==> src/hdl/bmp24_pkg.sv <==
// Shared types and constants of the 24-bit BMP stream encoder.
package bmp24_pkg;

    localparam int DIM_W  = 13;
    localparam int CMP_W  = DIM_W + 1;
    localparam int POS_W  = 6;
    localparam int BYTE_W = 8;
    localparam int REG_IDX_W = 1;
    localparam int WORD_W = 32;
    localparam int PROD_W = 28;
    localparam int ROWB_W = 15;

    localparam logic [REG_IDX_W-1:0] REG_IMAGE_WIDTH  = 1'b0;
    localparam logic [REG_IDX_W-1:0] REG_IMAGE_HEIGHT = 1'b1;

    localparam logic [POS_W-1:0] POS_SIG_B = 6'd0;
    localparam logic [POS_W-1:0] POS_SIG_M = 6'd1;
    localparam logic [POS_W-1:0] POS_FIRST_WORD = 6'd2;
    localparam logic [POS_W-1:0] HDR_LEN   = 6'd54;
    localparam logic [POS_W-1:0] POS_BLUE  = 6'd54;
    localparam logic [POS_W-1:0] POS_GREEN = 6'd55;
    localparam logic [POS_W-1:0] POS_RED   = 6'd56;

    localparam logic [BYTE_W-1:0] SIG_B = 8'h42;
    localparam logic [BYTE_W-1:0] SIG_M = 8'h4D;

    localparam logic [WORD_W-1:0] DATA_OFFSET = 32'd54;
    localparam logic [WORD_W-1:0] INFO_SIZE   = 32'd40;
    localparam logic [WORD_W-1:0] PLANES_BPP  = 32'h0018_0001;
    localparam logic [WORD_W-1:0] PELS_PER_M  = 32'd2835;

    typedef struct packed {
        logic [DIM_W-1:0] width;
        logic [DIM_W-1:0] height;
    } dims_t;

endpackage

==> src/hdl/bmp24_if.sv <==
// Valid/ready channel interfaces for pixels in and file bytes out.
interface bmp24_pix_if;
    logic       valid;
    logic       ready;
    logic [7:0] red;
    logic [7:0] green;
    logic [7:0] blue;

    modport source (output valid, output red, output green, output blue, input ready);
    modport sink (input valid, input red, input green, input blue, output ready);
endinterface

interface bmp24_byte_if;
    logic       valid;
    logic       ready;
    logic [7:0] file_byte;
    logic       last_of_run;
    logic       end_of_file;

    modport source (output valid, output file_byte, output last_of_run, output end_of_file,
                    input ready);
    modport sink (input valid, input file_byte, input last_of_run, input end_of_file,
                  output ready);
endinterface

==> src/hdl/bmp24_header.sv <==
// Header byte generator: size computation and the 54-byte header layout.
module bmp24_header
(
    input  logic                             clk,
    input  bmp24_pkg::dims_t                 dims,
    input  logic [bmp24_pkg::POS_W-1:0]      pos,
    output logic [bmp24_pkg::BYTE_W-1:0]     hdr_byte
);

    logic [bmp24_pkg::ROWB_W-1:0] row_sum;
    logic [bmp24_pkg::ROWB_W-1:0] row_bytes;
    logic [bmp24_pkg::PROD_W-1:0] prod;
    logic [bmp24_pkg::WORD_W-1:0] image_bytes_reg;
    logic [bmp24_pkg::WORD_W-1:0] file_size;
    logic [bmp24_pkg::POS_W-1:0]  word_pos;
    logic [3:0]                   word_idx;
    logic [1:0]                   byte_idx;
    logic [bmp24_pkg::WORD_W-1:0] word;

    // Rows are padded up to a multiple of four bytes.
    assign row_sum   = bmp24_pkg::ROWB_W'(dims.width) * 15'd3 + 15'd3;
    assign row_bytes = {row_sum[bmp24_pkg::ROWB_W-1:2], 2'b00};
    assign prod      = bmp24_pkg::PROD_W'(row_bytes) * bmp24_pkg::PROD_W'(dims.height);

    always_ff @(posedge clk)
    begin
        image_bytes_reg <= bmp24_pkg::WORD_W'(prod);
    end

    assign file_size = image_bytes_reg + bmp24_pkg::DATA_OFFSET;
    assign word_pos  = pos - bmp24_pkg::POS_FIRST_WORD;
    assign word_idx  = word_pos[5:2];
    assign byte_idx  = word_pos[1:0];

    always_comb
    begin
        case (word_idx)
            4'd0:    word = file_size;
            4'd2:    word = bmp24_pkg::DATA_OFFSET;
            4'd3:    word = bmp24_pkg::INFO_SIZE;
            4'd4:    word = bmp24_pkg::WORD_W'(dims.width);
            4'd5:    word = bmp24_pkg::WORD_W'(dims.height);
            4'd6:    word = bmp24_pkg::PLANES_BPP;
            4'd8:    word = image_bytes_reg;
            4'd9:    word = bmp24_pkg::PELS_PER_M;
            4'd10:   word = bmp24_pkg::PELS_PER_M;
            default: word = '0;
        endcase
    end

    always_comb
    begin
        if (pos == bmp24_pkg::POS_SIG_B)
        begin
            hdr_byte = bmp24_pkg::SIG_B;
        end
        else if (pos == bmp24_pkg::POS_SIG_M)
        begin
            hdr_byte = bmp24_pkg::SIG_M;
        end
        else
        begin
            hdr_byte = word[{byte_idx, 3'b000} +: 8];
        end
    end

endmodule

==> src/hdl/bmp24_stream_encoder.sv <==
// Top level of the 24-bit BMP stream encoder.
//
//  Channel   Direction  Payload                                 Moves
//  pixels    in         red, green, blue                        one pixel per request
//  stream    out        file_byte, last_of_run, end_of_file     one file byte per request
//  cfg       in         cfg_index, cfg_data                     write when cfg_we is high
//
// A pixel goes out as its blue, green and red bytes, plus the 54-byte header
// before the first pixel of a frame and 0 to 3 bytes of row padding after the last
// pixel of a row; all pass through the single byte-wide output register.
// Reset gives a 1 x 1 frame with the header pending and empties both registers.
// A new pixel is taken in the cycle in which the previous pixel's last byte moves
// into the output register, while that byte still waits for the downstream side.
module bmp24_stream_encoder
#(
    parameter int MAX_DIM = 4096
)
(
    input  logic                                 clk,
    input  logic                                 rst_n,
    input  logic                                 cfg_we,
    input  logic [bmp24_pkg::REG_IDX_W-1:0]      cfg_index,
    input  logic [bmp24_pkg::DIM_W-1:0]          cfg_data,
    bmp24_pix_if.sink                            pixels,
    bmp24_byte_if.source                         stream
);

    localparam int DIM_MAX_VAL = (1 << bmp24_pkg::DIM_W) - 1;
    localparam int DIM_CAP = (MAX_DIM < DIM_MAX_VAL) ? MAX_DIM : DIM_MAX_VAL;
    localparam int CNT_W = (DIM_CAP > 1) ? $clog2(DIM_CAP) : 1;

    logic [bmp24_pkg::DIM_W-1:0]  width_reg;
    logic [bmp24_pkg::DIM_W-1:0]  height_reg;
    bmp24_pkg::dims_t             dims;

    logic                         pix_valid_reg;
    logic [7:0]                   red_reg;
    logic [7:0]                   green_reg;
    logic [7:0]                   blue_reg;
    logic [bmp24_pkg::POS_W-1:0]  pos_reg;
    logic [bmp24_pkg::POS_W-1:0]  pos_next;
    logic [CNT_W-1:0]             col_reg;
    logic [CNT_W-1:0]             col_next;
    logic [CNT_W-1:0]             row_reg;
    logic [CNT_W-1:0]             row_next;
    logic                         hdr_pending_reg;
    logic                         hdr_pending_next;

    logic                         out_valid_reg;
    logic [7:0]                   out_byte_reg;
    logic                         out_last_reg;
    logic                         out_eof_reg;

    logic                         row_end;
    logic                         frame_end;
    logic [bmp24_pkg::POS_W-1:0]  last_pos;
    logic                         emit;
    logic                         is_last;
    logic                         done;
    logic                         accept;
    logic [7:0]                   hdr_byte;
    logic [7:0]                   cur_byte;

    function automatic logic [bmp24_pkg::DIM_W-1:0] clamp_dim(
        input logic [bmp24_pkg::DIM_W-1:0] v);
        logic [bmp24_pkg::DIM_W-1:0] r;
        begin
            if (v == '0)
            begin
                r = bmp24_pkg::DIM_W'(1);
            end
            else if (v > bmp24_pkg::DIM_W'(DIM_CAP))
            begin
                r = bmp24_pkg::DIM_W'(DIM_CAP);
            end
            else
            begin
                r = v;
            end
            return r;
        end
    endfunction

    always_ff @(posedge clk or negedge rst_n)
    begin
        if (!rst_n)
        begin
            width_reg  <= bmp24_pkg::DIM_W'(1);
            height_reg <= bmp24_pkg::DIM_W'(1);
        end
        else if (cfg_we)
        begin
            case (cfg_index)
                bmp24_pkg::REG_IMAGE_WIDTH:  width_reg  <= cfg_data;
                bmp24_pkg::REG_IMAGE_HEIGHT: height_reg <= cfg_data;
                default: ;
            endcase
        end
    end

    assign dims.width  = clamp_dim(width_reg);
    assign dims.height = clamp_dim(height_reg);

    bmp24_header u_header
    (
        .clk      (clk),
        .dims     (dims),
        .pos      (pos_reg),
        .hdr_byte (hdr_byte)
    );

    // A row ends when the next column reaches or passes the width; the same holds
    // for rows against the height, so a shrunk frame never lets a counter run away.
    assign row_end   = (bmp24_pkg::CMP_W'(col_reg) + 14'd1) >= bmp24_pkg::CMP_W'(dims.width);
    assign frame_end = row_end &&
                       ((bmp24_pkg::CMP_W'(row_reg) + 14'd1) >= bmp24_pkg::CMP_W'(dims.height));
    assign last_pos  = bmp24_pkg::POS_RED +
                       (row_end ? bmp24_pkg::POS_W'(dims.width[1:0]) : '0);

    assign emit    = pix_valid_reg && (!out_valid_reg || stream.ready);
    assign is_last = (pos_reg == last_pos);
    assign done    = emit && is_last;
    assign pixels.ready = !pix_valid_reg || done;
    assign accept  = pixels.valid && pixels.ready;

    always_comb
    begin
        if (pos_reg < bmp24_pkg::HDR_LEN)
        begin
            cur_byte = hdr_byte;
        end
        else
        begin
            case (pos_reg)
                bmp24_pkg::POS_BLUE:  cur_byte = blue_reg;
                bmp24_pkg::POS_GREEN: cur_byte = green_reg;
                bmp24_pkg::POS_RED:   cur_byte = red_reg;
                default:              cur_byte = '0;
            endcase
        end
    end

    always_comb
    begin
        col_next         = col_reg;
        row_next         = row_reg;
        hdr_pending_next = hdr_pending_reg;
        if (done)
        begin
            hdr_pending_next = frame_end;
            if (row_end)
            begin
                col_next = '0;
                row_next = frame_end ? '0 : row_reg + 1'b1;
            end
            else
            begin
                col_next = col_reg + 1'b1;
            end
        end
    end

    always_comb
    begin
        pos_next = pos_reg;
        if (accept)
        begin
            pos_next = hdr_pending_next ? bmp24_pkg::POS_SIG_B : bmp24_pkg::POS_BLUE;
        end
        else if (emit)
        begin
            pos_next = pos_reg + 1'b1;
        end
    end

    always_ff @(posedge clk or negedge rst_n)
    begin
        if (!rst_n)
        begin
            pix_valid_reg   <= 1'b0;
            pos_reg         <= bmp24_pkg::POS_SIG_B;
            col_reg         <= '0;
            row_reg         <= '0;
            hdr_pending_reg <= 1'b1;
            out_valid_reg   <= 1'b0;
        end
        else
        begin
            pos_reg         <= pos_next;
            col_reg         <= col_next;
            row_reg         <= row_next;
            hdr_pending_reg <= hdr_pending_next;
            if (accept)
            begin
                pix_valid_reg <= 1'b1;
            end
            else if (done)
            begin
                pix_valid_reg <= 1'b0;
            end
            if (emit)
            begin
                out_valid_reg <= 1'b1;
            end
            else if (stream.ready)
            begin
                out_valid_reg <= 1'b0;
            end
        end
    end

    always_ff @(posedge clk)
    begin
        if (accept)
        begin
            red_reg   <= pixels.red;
            green_reg <= pixels.green;
            blue_reg  <= pixels.blue;
        end
        if (emit)
        begin
            out_byte_reg <= cur_byte;
            out_last_reg <= is_last;
            out_eof_reg  <= is_last && frame_end;
        end
    end

    assign stream.valid       = out_valid_reg;
    assign stream.file_byte   = out_byte_reg;
    assign stream.last_of_run = out_last_reg;
    assign stream.end_of_file = out_eof_reg;

endmodule

==> src/flat_wrapper.sv <==
// flat-port wrapper written by rule: the top's interface ports become plain ports
module bmp24_stream_encoder_flat 
#(
    parameter int MAX_DIM = 4096
)
  (clk, rst_n, cfg_we, cfg_index, cfg_data, pixels_valid, pixels_red, pixels_green, pixels_blue, pixels_ready, stream_valid, stream_file_byte, stream_last_of_run, stream_end_of_file, stream_ready);
  bmp24_pix_if pixels_i ();
  bmp24_byte_if stream_i ();
  input  logic clk;
  input  logic rst_n;
  input  logic cfg_we;
  input  logic [bmp24_pkg::REG_IDX_W-1:0] cfg_index;
  input  logic [bmp24_pkg::DIM_W-1:0] cfg_data;
  input wire logic [$bits(pixels_i.valid)-1:0] pixels_valid;
  input wire logic [$bits(pixels_i.red)-1:0] pixels_red;
  input wire logic [$bits(pixels_i.green)-1:0] pixels_green;
  input wire logic [$bits(pixels_i.blue)-1:0] pixels_blue;
  output wire logic [$bits(pixels_i.ready)-1:0] pixels_ready;
  output wire logic [$bits(stream_i.valid)-1:0] stream_valid;
  output wire logic [$bits(stream_i.file_byte)-1:0] stream_file_byte;
  output wire logic [$bits(stream_i.last_of_run)-1:0] stream_last_of_run;
  output wire logic [$bits(stream_i.end_of_file)-1:0] stream_end_of_file;
  input wire logic [$bits(stream_i.ready)-1:0] stream_ready;
  assign pixels_i.valid = pixels_valid;
  assign pixels_i.red = pixels_red;
  assign pixels_i.green = pixels_green;
  assign pixels_i.blue = pixels_blue;
  assign pixels_ready = pixels_i.ready;
  assign stream_valid = stream_i.valid;
  assign stream_file_byte = stream_i.file_byte;
  assign stream_last_of_run = stream_i.last_of_run;
  assign stream_end_of_file = stream_i.end_of_file;
  assign stream_i.ready = stream_ready;
  bmp24_stream_encoder #(.MAX_DIM(MAX_DIM)) u_core (.clk(clk), .rst_n(rst_n), .cfg_we(cfg_we), .cfg_index(cfg_index), .cfg_data(cfg_data), .pixels(pixels_i), .stream(stream_i));
endmodule
==> config.mk <==
export PLATFORM = sky130hd
export DESIGN_NAME = bmp24_stream_encoder_flat
export DESIGN_NICKNAME = d
export VERILOG_FILES = /design/src/hdl/bmp24_pkg.sv /design/src/hdl/bmp24_if.sv /design/src/hdl/bmp24_header.sv /design/src/hdl/bmp24_stream_encoder.sv /design/src/flat_wrapper.sv
export SDC_FILE = /design/constraint.sdc
export NUM_CORES = 1
export LEC_CHECK = 0
export ABC_AREA = 1
export CAP_MARGIN = 20
export CORE_MARGIN = 2
export CORE_UTILIZATION = 55
export DETAILED_ROUTE_END_ITERATION = 6
export DONT_BUFFER_PORTS = 1
export GPL_TIMING_DRIVEN = 1
export PLACE_DENSITY = 0.7
export SYNTH_ARGS = -nofsm -noshare
export SYNTH_HDL_FRONTEND = slang
export SYNTH_SLANG_ARGS = --single-unit
export TNS_END_PERCENT = 1
==> constraint.sdc <==
create_clock -name clk -period 13.8 [get_ports clk]
set_clock_uncertainty 0.05 [all_clocks]
set_input_delay 2.76 -clock clk [delete_from_list [all_inputs] [get_ports clk]]
set_output_delay 2.76 -clock clk [all_outputs]
set_load 0.005 [all_outputs]
==> run metrics, run 1 <==
total detailed-routing wirelength 36200 um; share of total power in the clock network about an eighth; Iteration-0 DRC Markers about 1100; result of the run finished, final reports clean; fin. max-slew vios 0; number of I/O port buffers 0; root buffer selected by CTS sky130_fd_sc_hd__clkbuf_16; # nets final 2041; Post-synth top flop sky130_fd_sc_hd__dfrtp_1; IO Count 55; sequential share of power between 15 and 20%; actual transition at the worst max-transition pin 0.860 ns; distinct cell type count of the synthesized netlist 52; clock tree sinks between 100 and 150; TritonCTS clock tree built; placement-stage worst setup slack about 5.9 ns; leakage power of the design 7.30 nW; via count of the first global-routing pass 11300; width of the die roughly 160 um; cts repair resizes 0; global route total overflow 0; full die area approximately 0.026 mm2; global-route wire length before repair about 59000 um; final critical path time including I/O delays and setup ~8 ns; highest net fanout along the worst path 7; antenna-violating nets left 0; accumulated negative setup slack 0 ns; maximum root-to-sink buffer count 2; Seq cells post-synth between 100 and 150; number of instances in the synthesized netlist between 1500 and 2000; Antenna Diode Count 0; post-synth design cell area around 0.013 mm2; remaining routing DRC violations 0; fraction of synthesis flops using an asynchronous set or reset pin about 50%; sequential share of the synthesized area between 20% and 30%; sequential standard cell area 0.00302 mm2; number of filler instances in the final layout between 2000 and 2500; net count after synthesis a little over 2000; slowest CP cell sky130_fd_sc_hd__xnor2_1; number of buffers added to fix hold violations after cts 0; layout cells sized above 1 4.54%; Arr. time, crit path about 8.4 ns; DIE HEIGHT ~160 um; count of final hold-check violations 0; number of search-and-repair iterations in the first detailed-routing pass 6; DR vias about 11000; post-CTS setup buffers 0; Starting Density between 50% and 60%; power per unit of standard cell area 235 mW/mm2; number of flip-flops in the largest register 26; final estimated routing congestion in global placement 0.909; maximum achievable frequency approximately 120 MHz; Max IR drop VDD 0.000152 V; number of placed instances, taps included approximately 2000; Detail Placement HPWL 28500 um; gr usage total between 20 and 30%; Sw Pwr ~1.8 mW; CTS clock-pin slew for the worst setup and hold paths ~0.06 ns; RSZ-0062 raised after global routing no; Slew HR a little over two fifths; max-cap violations 0; internal power component between 1.5 and 2 mW; post-layout power around 3.3 mW; routed via count divided by cell count between 5 and 6; clock latency on the worst-skew pair roughly 0.42 ns; Wirelength per Cell 17.4 um; hold_ws approximately 0.43 ns; area of combinational cells with multiple inputs 0.00885 mm2; hold crit path type reg2reg; synthesis-to-finish area growth 6.26%; Yosys warnings 0; number of enable flip-flop cells after synthesis 34; category of the worst setup path capture point flip-flop; final cell count without fillers about 2100; most common cell after layout, fill and taps aside sky130_fd_sc_hd__nand2_1; most frequent cells in the layout sky130_fd_sc_hd__nand2_1, sky130_fd_sc_hd__inv_1, sky130_fd_sc_hd__nor2_1, sky130_fd_sc_hd__ha_1, sky130_fd_sc_hd__fa_1; power share of the combinational group a little over two thirds; core footprint about 0.024 mm2; startpoint type of the worst setup path flip-flop; initial antenna violation count 0; Largest stage delay, worst path around 0.60 ns; part of the cycle the worst path needs between 50 and 60%; Switching Share 53.8%; # rows 56; Required @ worst endpoint 14.08 ns; cts bufs inserted 17; worst-case setup margin in the final layout 5.66 ns; Max H-tree Level 4; Worst Path Class, Setup reg2reg; number of failing setup endpoints in the final timing report 0; post-synthesis average cell area roughly 7.6 um2; pin count of the biggest net entering global routing 60
[logic make-up (layout without fill, tap and decap cells)]
group	count (synthesis)	after routing	synth area share (%)
AND/OR/NAND/NOR	735	735	23.2
buffers and inverters	383	384	11.0
flip-flops	119	119	22.7
XOR/XNOR	53	53	3.59
AO/OA/AOI/OAI	220	220	9.29
adder cells (fa/ha/maj)	250	250	30.3
[power by group through the flow]
stage                     combinational [mW]  sequential [mW]  clock, mW
after floorplan                         1.74            0.527          0
after global placement                  2.27            0.571          0
after detailed placement                2.29            0.568          0
after CTS                               2.33            0.566      0.424
after global routing                    2.68            0.583      0.439
final                                   2.35            0.568      0.418
[metal layers]
metal  track usage, %  routed length (um)  vias up
li1                 -                   -     5515
met1             40.6               15600     5418
met2             45.6               16400      467
met3             6.57                3190       67
met4             8.88                1020        0
met5                0                   0        -
[critical path: cells and delay by family (launching register included)]
family / cells / cell delay, ns
xor+xnor: 2 / 0.78
fa+ha+maj: 8 / 3.69
flops: 1 / 0.43
buf+inv: 5 / 0.50
simple gates: 12 / 1.53
compound gates: 6 / 1.05
[Yosys cell counts, types with 3 or more instances]
cell type,number,area [um2]
sky130_fd_sc_hd__a21oi_1,81,405
sky130_fd_sc_hd__a31oi_1,5,31.3
sky130_fd_sc_hd__buf_2,10,50.1
sky130_fd_sc_hd__clkbuf_1,26,97.6
sky130_fd_sc_hd__clkinv_1,4,15.0
sky130_fd_sc_hd__dfrtp_1,56,1400
sky130_fd_sc_hd__dfstp_2,3,78.8
sky130_fd_sc_hd__dfxtp_1,26,521
sky130_fd_sc_hd__edfxtp_1,34,1020
sky130_fd_sc_hd__fa_1,121,2420
sky130_fd_sc_hd__ha_1,129,1610
sky130_fd_sc_hd__inv_1,336,1260
sky130_fd_sc_hd__inv_2,4,15.0
sky130_fd_sc_hd__nand2_1,364,1370
sky130_fd_sc_hd__nand2_2,7,43.8
sky130_fd_sc_hd__nand2_4,3,33.8
sky130_fd_sc_hd__nand3_1,110,551
sky130_fd_sc_hd__nand4_1,17,106
sky130_fd_sc_hd__nor2_1,185,694
sky130_fd_sc_hd__nor2_2,12,75.1
sky130_fd_sc_hd__nor3_1,18,90.1
sky130_fd_sc_hd__nor3b_1,3,22.5
sky130_fd_sc_hd__nor4_1,6,37.5
sky130_fd_sc_hd__o2111ai_1,4,35.0
sky130_fd_sc_hd__o211ai_1,5,37.5
sky130_fd_sc_hd__o21ai_0,90,450
sky130_fd_sc_hd__o21ai_1,4,20.0
sky130_fd_sc_hd__o21bai_1,8,60.1
sky130_fd_sc_hd__o31ai_1,3,22.5
sky130_fd_sc_hd__or2_2,5,31.3
sky130_fd_sc_hd__xnor2_1,14,123
sky130_fd_sc_hd__xor2_1,37,324
[worst paths after layout]
check	startpoint	end	slack, ns	cells past startpoint
setup / recovery	u_core.width_reg[2]	u_core.u_header.image_bytes_reg[24]	5.66	33
hold / removal	u_core.hdr_pending_reg	u_core.hdr_pending_reg	0.43	2
setup reg to reg	u_core.width_reg[2]	u_core.u_header.image_bytes_reg[24]	5.66	33
hold reg to reg	u_core.hdr_pending_reg	u_core.hdr_pending_reg	0.43	2
max in group asynchronous	rst_n	u_core.hdr_pending_reg	11.49	0
min in group asynchronous	rst_n	u_core.height_reg[7]	1.99	0
[metrics by stage]
stage / utilization [%] / cell area (um2)
finish: 60.0 / 14200
global route: 60.0 / 14200
CTS: 60.0 / 14200
detailed placement: 57.7 / 13600
global placement: 57.7 / 13600
floorplan: - / 13300
[layout make-up]
type | count | area share [%]
flip-flops and latches | 119 | 21.3
inverters | 344 | 9.11
multi-input cells | 1258 | 62.4
clock inverters | 12 | 0.724
repair buffers | 8 | 0.424
clock buffers | 20 | 3.15
well taps | 319 | 2.82
Power figures use the tool's default switching activity.
==> inputs of run 2 (changes only) <==
--- a/config.mk
+++ b/config.mk
@@ -12,7 +12,7 @@
 export DETAILED_ROUTE_END_ITERATION = 6
 export DONT_BUFFER_PORTS = 1
 export GPL_TIMING_DRIVEN = 1
-export PLACE_DENSITY = 0.7
+export PLACE_DENSITY = 0.73
 export SYNTH_ARGS = -nofsm -noshare
 export SYNTH_HDL_FRONTEND = slang
 export SYNTH_SLANG_ARGS = --single-unit
==> constraint.sdc (replaced) <==
create_clock -name clk -period 6.5 [get_ports clk]
set_clock_uncertainty 0.05 [all_clocks]
set_input_delay 1.3 -clock clk [delete_from_list [all_inputs] [get_ports clk]]
set_output_delay 1.3 -clock clk [all_outputs]
set_load 0.005 [all_outputs]
==> run 2 against run 1 <==
Against the previous run:
- the flow now finishes with violations (setup timing)
- largest cell class unchanged
- power rose to 2.6 times the previous value
- sequential share of layout area fell by 2.6 points
- non-clock buffer count rose by 173
- final cell count rose by 8.3%
==> run metrics, run 2 (synthesis gave the netlist of run 1 again) <==
via count of the first global-routing pass 12600 (+11%); global route total overflow 0 (unchanged); RSZ-0062 raised after global routing yes; share of the core filled with cells in the final layout 68.4% (+8.4 points); Detail Placement HPWL 30400 um (+6.9%); # rows 56 (unchanged); worst-case setup margin in the final layout -0.237 ns (-5.90 ns); capture point of the worst reg-to-reg path u_core.u_header.image_bytes_reg[20]; global-route wire length before repair 62900 um (+6.8%); Arr. time, crit path 7.00 ns (-1.41 ns); power per unit of standard cell area 536 mW/mm2 (+130%); number of I/O port buffers 0 (unchanged); category of the worst setup path capture point flip-flop; total detailed-routing wirelength 38000 um (+4.9%); number of failing setup endpoints in the final timing report 13 (+13); initial antenna violation count 0 (unchanged); cts bufs inserted 17 (unchanged); number of filler instances in the final layout 1936 (-9.8%); DR vias 12300 (+7.4%); IO Count 55 (unchanged); hold_ws 0.424 ns (-0.00475 ns); part of the cycle the worst path needs 104% (+45 points); startpoint type of the worst setup path flip-flop; number of flip-flops in the largest register 26 (unchanged); Required @ worst endpoint 6.76 ns (-7.32 ns); max-cap violations 0 (unchanged); leakage power of the design 8.19 nW (+12%); failing checks setup timing; antenna-violating nets left 0 (unchanged); number of cells traversed by the worst register-to-register path 36 (+9.1%); Antenna Diode Count 0 (unchanged); Worst R2R Start u_core.width_reg[8]; core footprint 0.0236 mm2 (unchanged); hold crit path type reg2reg; actual transition at the worst max-transition pin 0.838 ns (-0.0224 ns); Max IR drop VDD 0.000543 V (+260%); Worst Path Class, Setup reg2reg; Max H-tree Level 4 (unchanged); kind of cell adding the most delay to the critical path adder cells; worst path buffer plus inverter count 8 (+3); # nets final 2214 (+8.5%); Iteration-0 DRC Markers 1025 (-6.7%); count of final hold-check violations 0 (unchanged); pin count of the biggest net entering global routing 60 (unchanged); Slew HR 44.1% (+1.5 points); slowest CP cell sky130_fd_sc_hd__fa_1; fin. max-slew vios 0 (unchanged); Hold Crit Endpoint u_core.hdr_pending_reg; Reg2Reg Setup Slack -0.24 ns (-5.90 ns); clock tree sinks 119 (unchanged); CTS clock-pin slew for the worst setup and hold paths 0.06 ns (about the same); highest net fanout along the worst path 5 (-2); Worst Hold Depth 2 (unchanged); Wirelength per Cell 16.9 um (-3.1%); result of the run finished with violations; full die area 0.0255 mm2 (unchanged); gr usage total 30.8% (+1.7 points); maximum achievable frequency 148 MHz (+21%); final estimated routing congestion in global placement 0.970 (+6.7%); TritonCTS clock tree built; root buffer selected by CTS sky130_fd_sc_hd__clkbuf_16; synthesis-to-finish area growth 21.2%; most common cell after layout, fill and taps aside sky130_fd_sc_hd__nand2_1; number of search-and-repair iterations in the first detailed-routing pass 7 (+1); Starting Density 56.5% (unchanged); remaining routing DRC violations 0 (unchanged); DIE HEIGHT 160 um (unchanged); maximum root-to-sink buffer count 2 (unchanged); routed via count divided by cell count 5.46 (-0.88%); final critical path time including I/O delays and setup 6.74 ns (-1.40 ns); width of the die 160 um (unchanged); Largest stage delay, worst path 0.53 ns (-0.07 ns); clock latency on the worst-skew pair 0.43 ns (about the same); startpoint of the worst hold path u_core.hdr_pending_reg; most frequent cells in the layout sky130_fd_sc_hd__nand2_1, sky130_fd_sc_hd__inv_1, sky130_fd_sc_hd__nor2_1, sky130_fd_sc_hd__buf_4, sky130_fd_sc_hd__fa_1; layout cells sized above 1 18.5% (+14 points)
## run 2: cell count changes in the layout (fill, tap and decap cells not counted), moves of 7 or more
cell	previous run	this run
sky130_fd_sc_hd__buf_4	8	177
sky130_fd_sc_hd__a21oi_2	1	14
sky130_fd_sc_hd__nor2_1	185	178
sky130_fd_sc_hd__ha_1	129	107
sky130_fd_sc_hd__nand2_1	364	343
sky130_fd_sc_hd__inv_2	4	20
sky130_fd_sc_hd__nand2_2	7	22
sky130_fd_sc_hd__inv_1	336	319
sky130_fd_sc_hd__o21ai_0	90	83
sky130_fd_sc_hd__ha_4	0	21
sky130_fd_sc_hd__a21oi_1	80	62
## run 2: worst max-delay path by stage
stage	to	depth (start not counted)	startpoint	slack [ns]
finish	u_core.u_header.image_bytes_reg[20]	36	u_core.width_reg[8]	-0.24
global route	u_core.u_header.image_bytes_reg[20]	38	u_core.width_reg[8]	-0.61
global placement	u_core.u_header.image_bytes_reg[24]	38	u_core.width_reg[0]	-0.23
detailed placement	u_core.u_header.image_bytes_reg[25]	33	u_core.width_reg[0]	-0.37
CTS	u_core.u_header.image_bytes_reg[25]	36	u_core.width_reg[8]	-0.14
floorplan	u_core.u_header.image_bytes_reg[24]	40	u_core.width_reg[0]	0.0007
## run 2: stage by stage
stage	setup TNS, ns	setup WS [ns]	area, um2	total power, mW	instances
floorplan	0	0.000655	13700	5.17	1760
global placement	-1.79	-0.234	15100	7.03	2206
detailed placement	-2.86	-0.373	15100	7.18	2206
CTS	-0.927	-0.141	16000	8.41	2248
global route	-7.37	-0.611	16200	9.48	2253
finish	-1.76	-0.237	16200	8.66	2253
## run 2: worst register-to-register path: cells and delay by family, from the launching register on
| kind | cells | cell delay, ns |
|---|---|---|
| xor+xnor | 1 | 0.14 |
| fa+ha+maj | 8 | 3.34 |
| compound gates | 7 | 1.10 |
| buf+inv | 8 | 0.67 |
| flops | 1 | 0.38 |
| simple gates | 12 | 0.92 |
## run 2: report_power, final
part	internal (mW)	switching (mW)	leakage, nW
clock	0.578	0.376	0.280
sequential	0.993	0.203	1.24
combinational	2.82	3.69	6.67
total	4.39	4.27	8.19
## run 2: cell type report
| type | count | area, um2 | share of cell area [%] |
|---|---|---|---|
| clock buffers | 19 | 443 | 2.74 |
| inverters | 344 | 1290 | 8.01 |
| flip-flops and latches | 119 | 3020 | 18.7 |
| multi-input cells | 1258 | 9460 | 58.6 |
| well taps | 319 | 399 | 2.47 |
| repair buffers | 181 | 1390 | 8.61 |
| clock inverters | 13 | 145 | 0.898 |
## run 2: per-layer routing
layer | vias up | share of wire (%) | global-route usage [%]
met3 | 112 | 6.6 | 5.53
li1 | 5868 | - | -
met1 | 5868 | 42 | 40.3
met5 | - | 0 | 0
met4 | 0 | 4.5 | 13.4
met2 | 463 | 46 | 50.5
## run 2: timing repair
action / in CTS / in global routing
cloned: 0 / 0
resized for setup: 36 / 45
setup endpoints to repair: 15 / 17
hold buffers: 0 / 0
buffers inserted: 10 / 5
pin swaps: 37 / 49
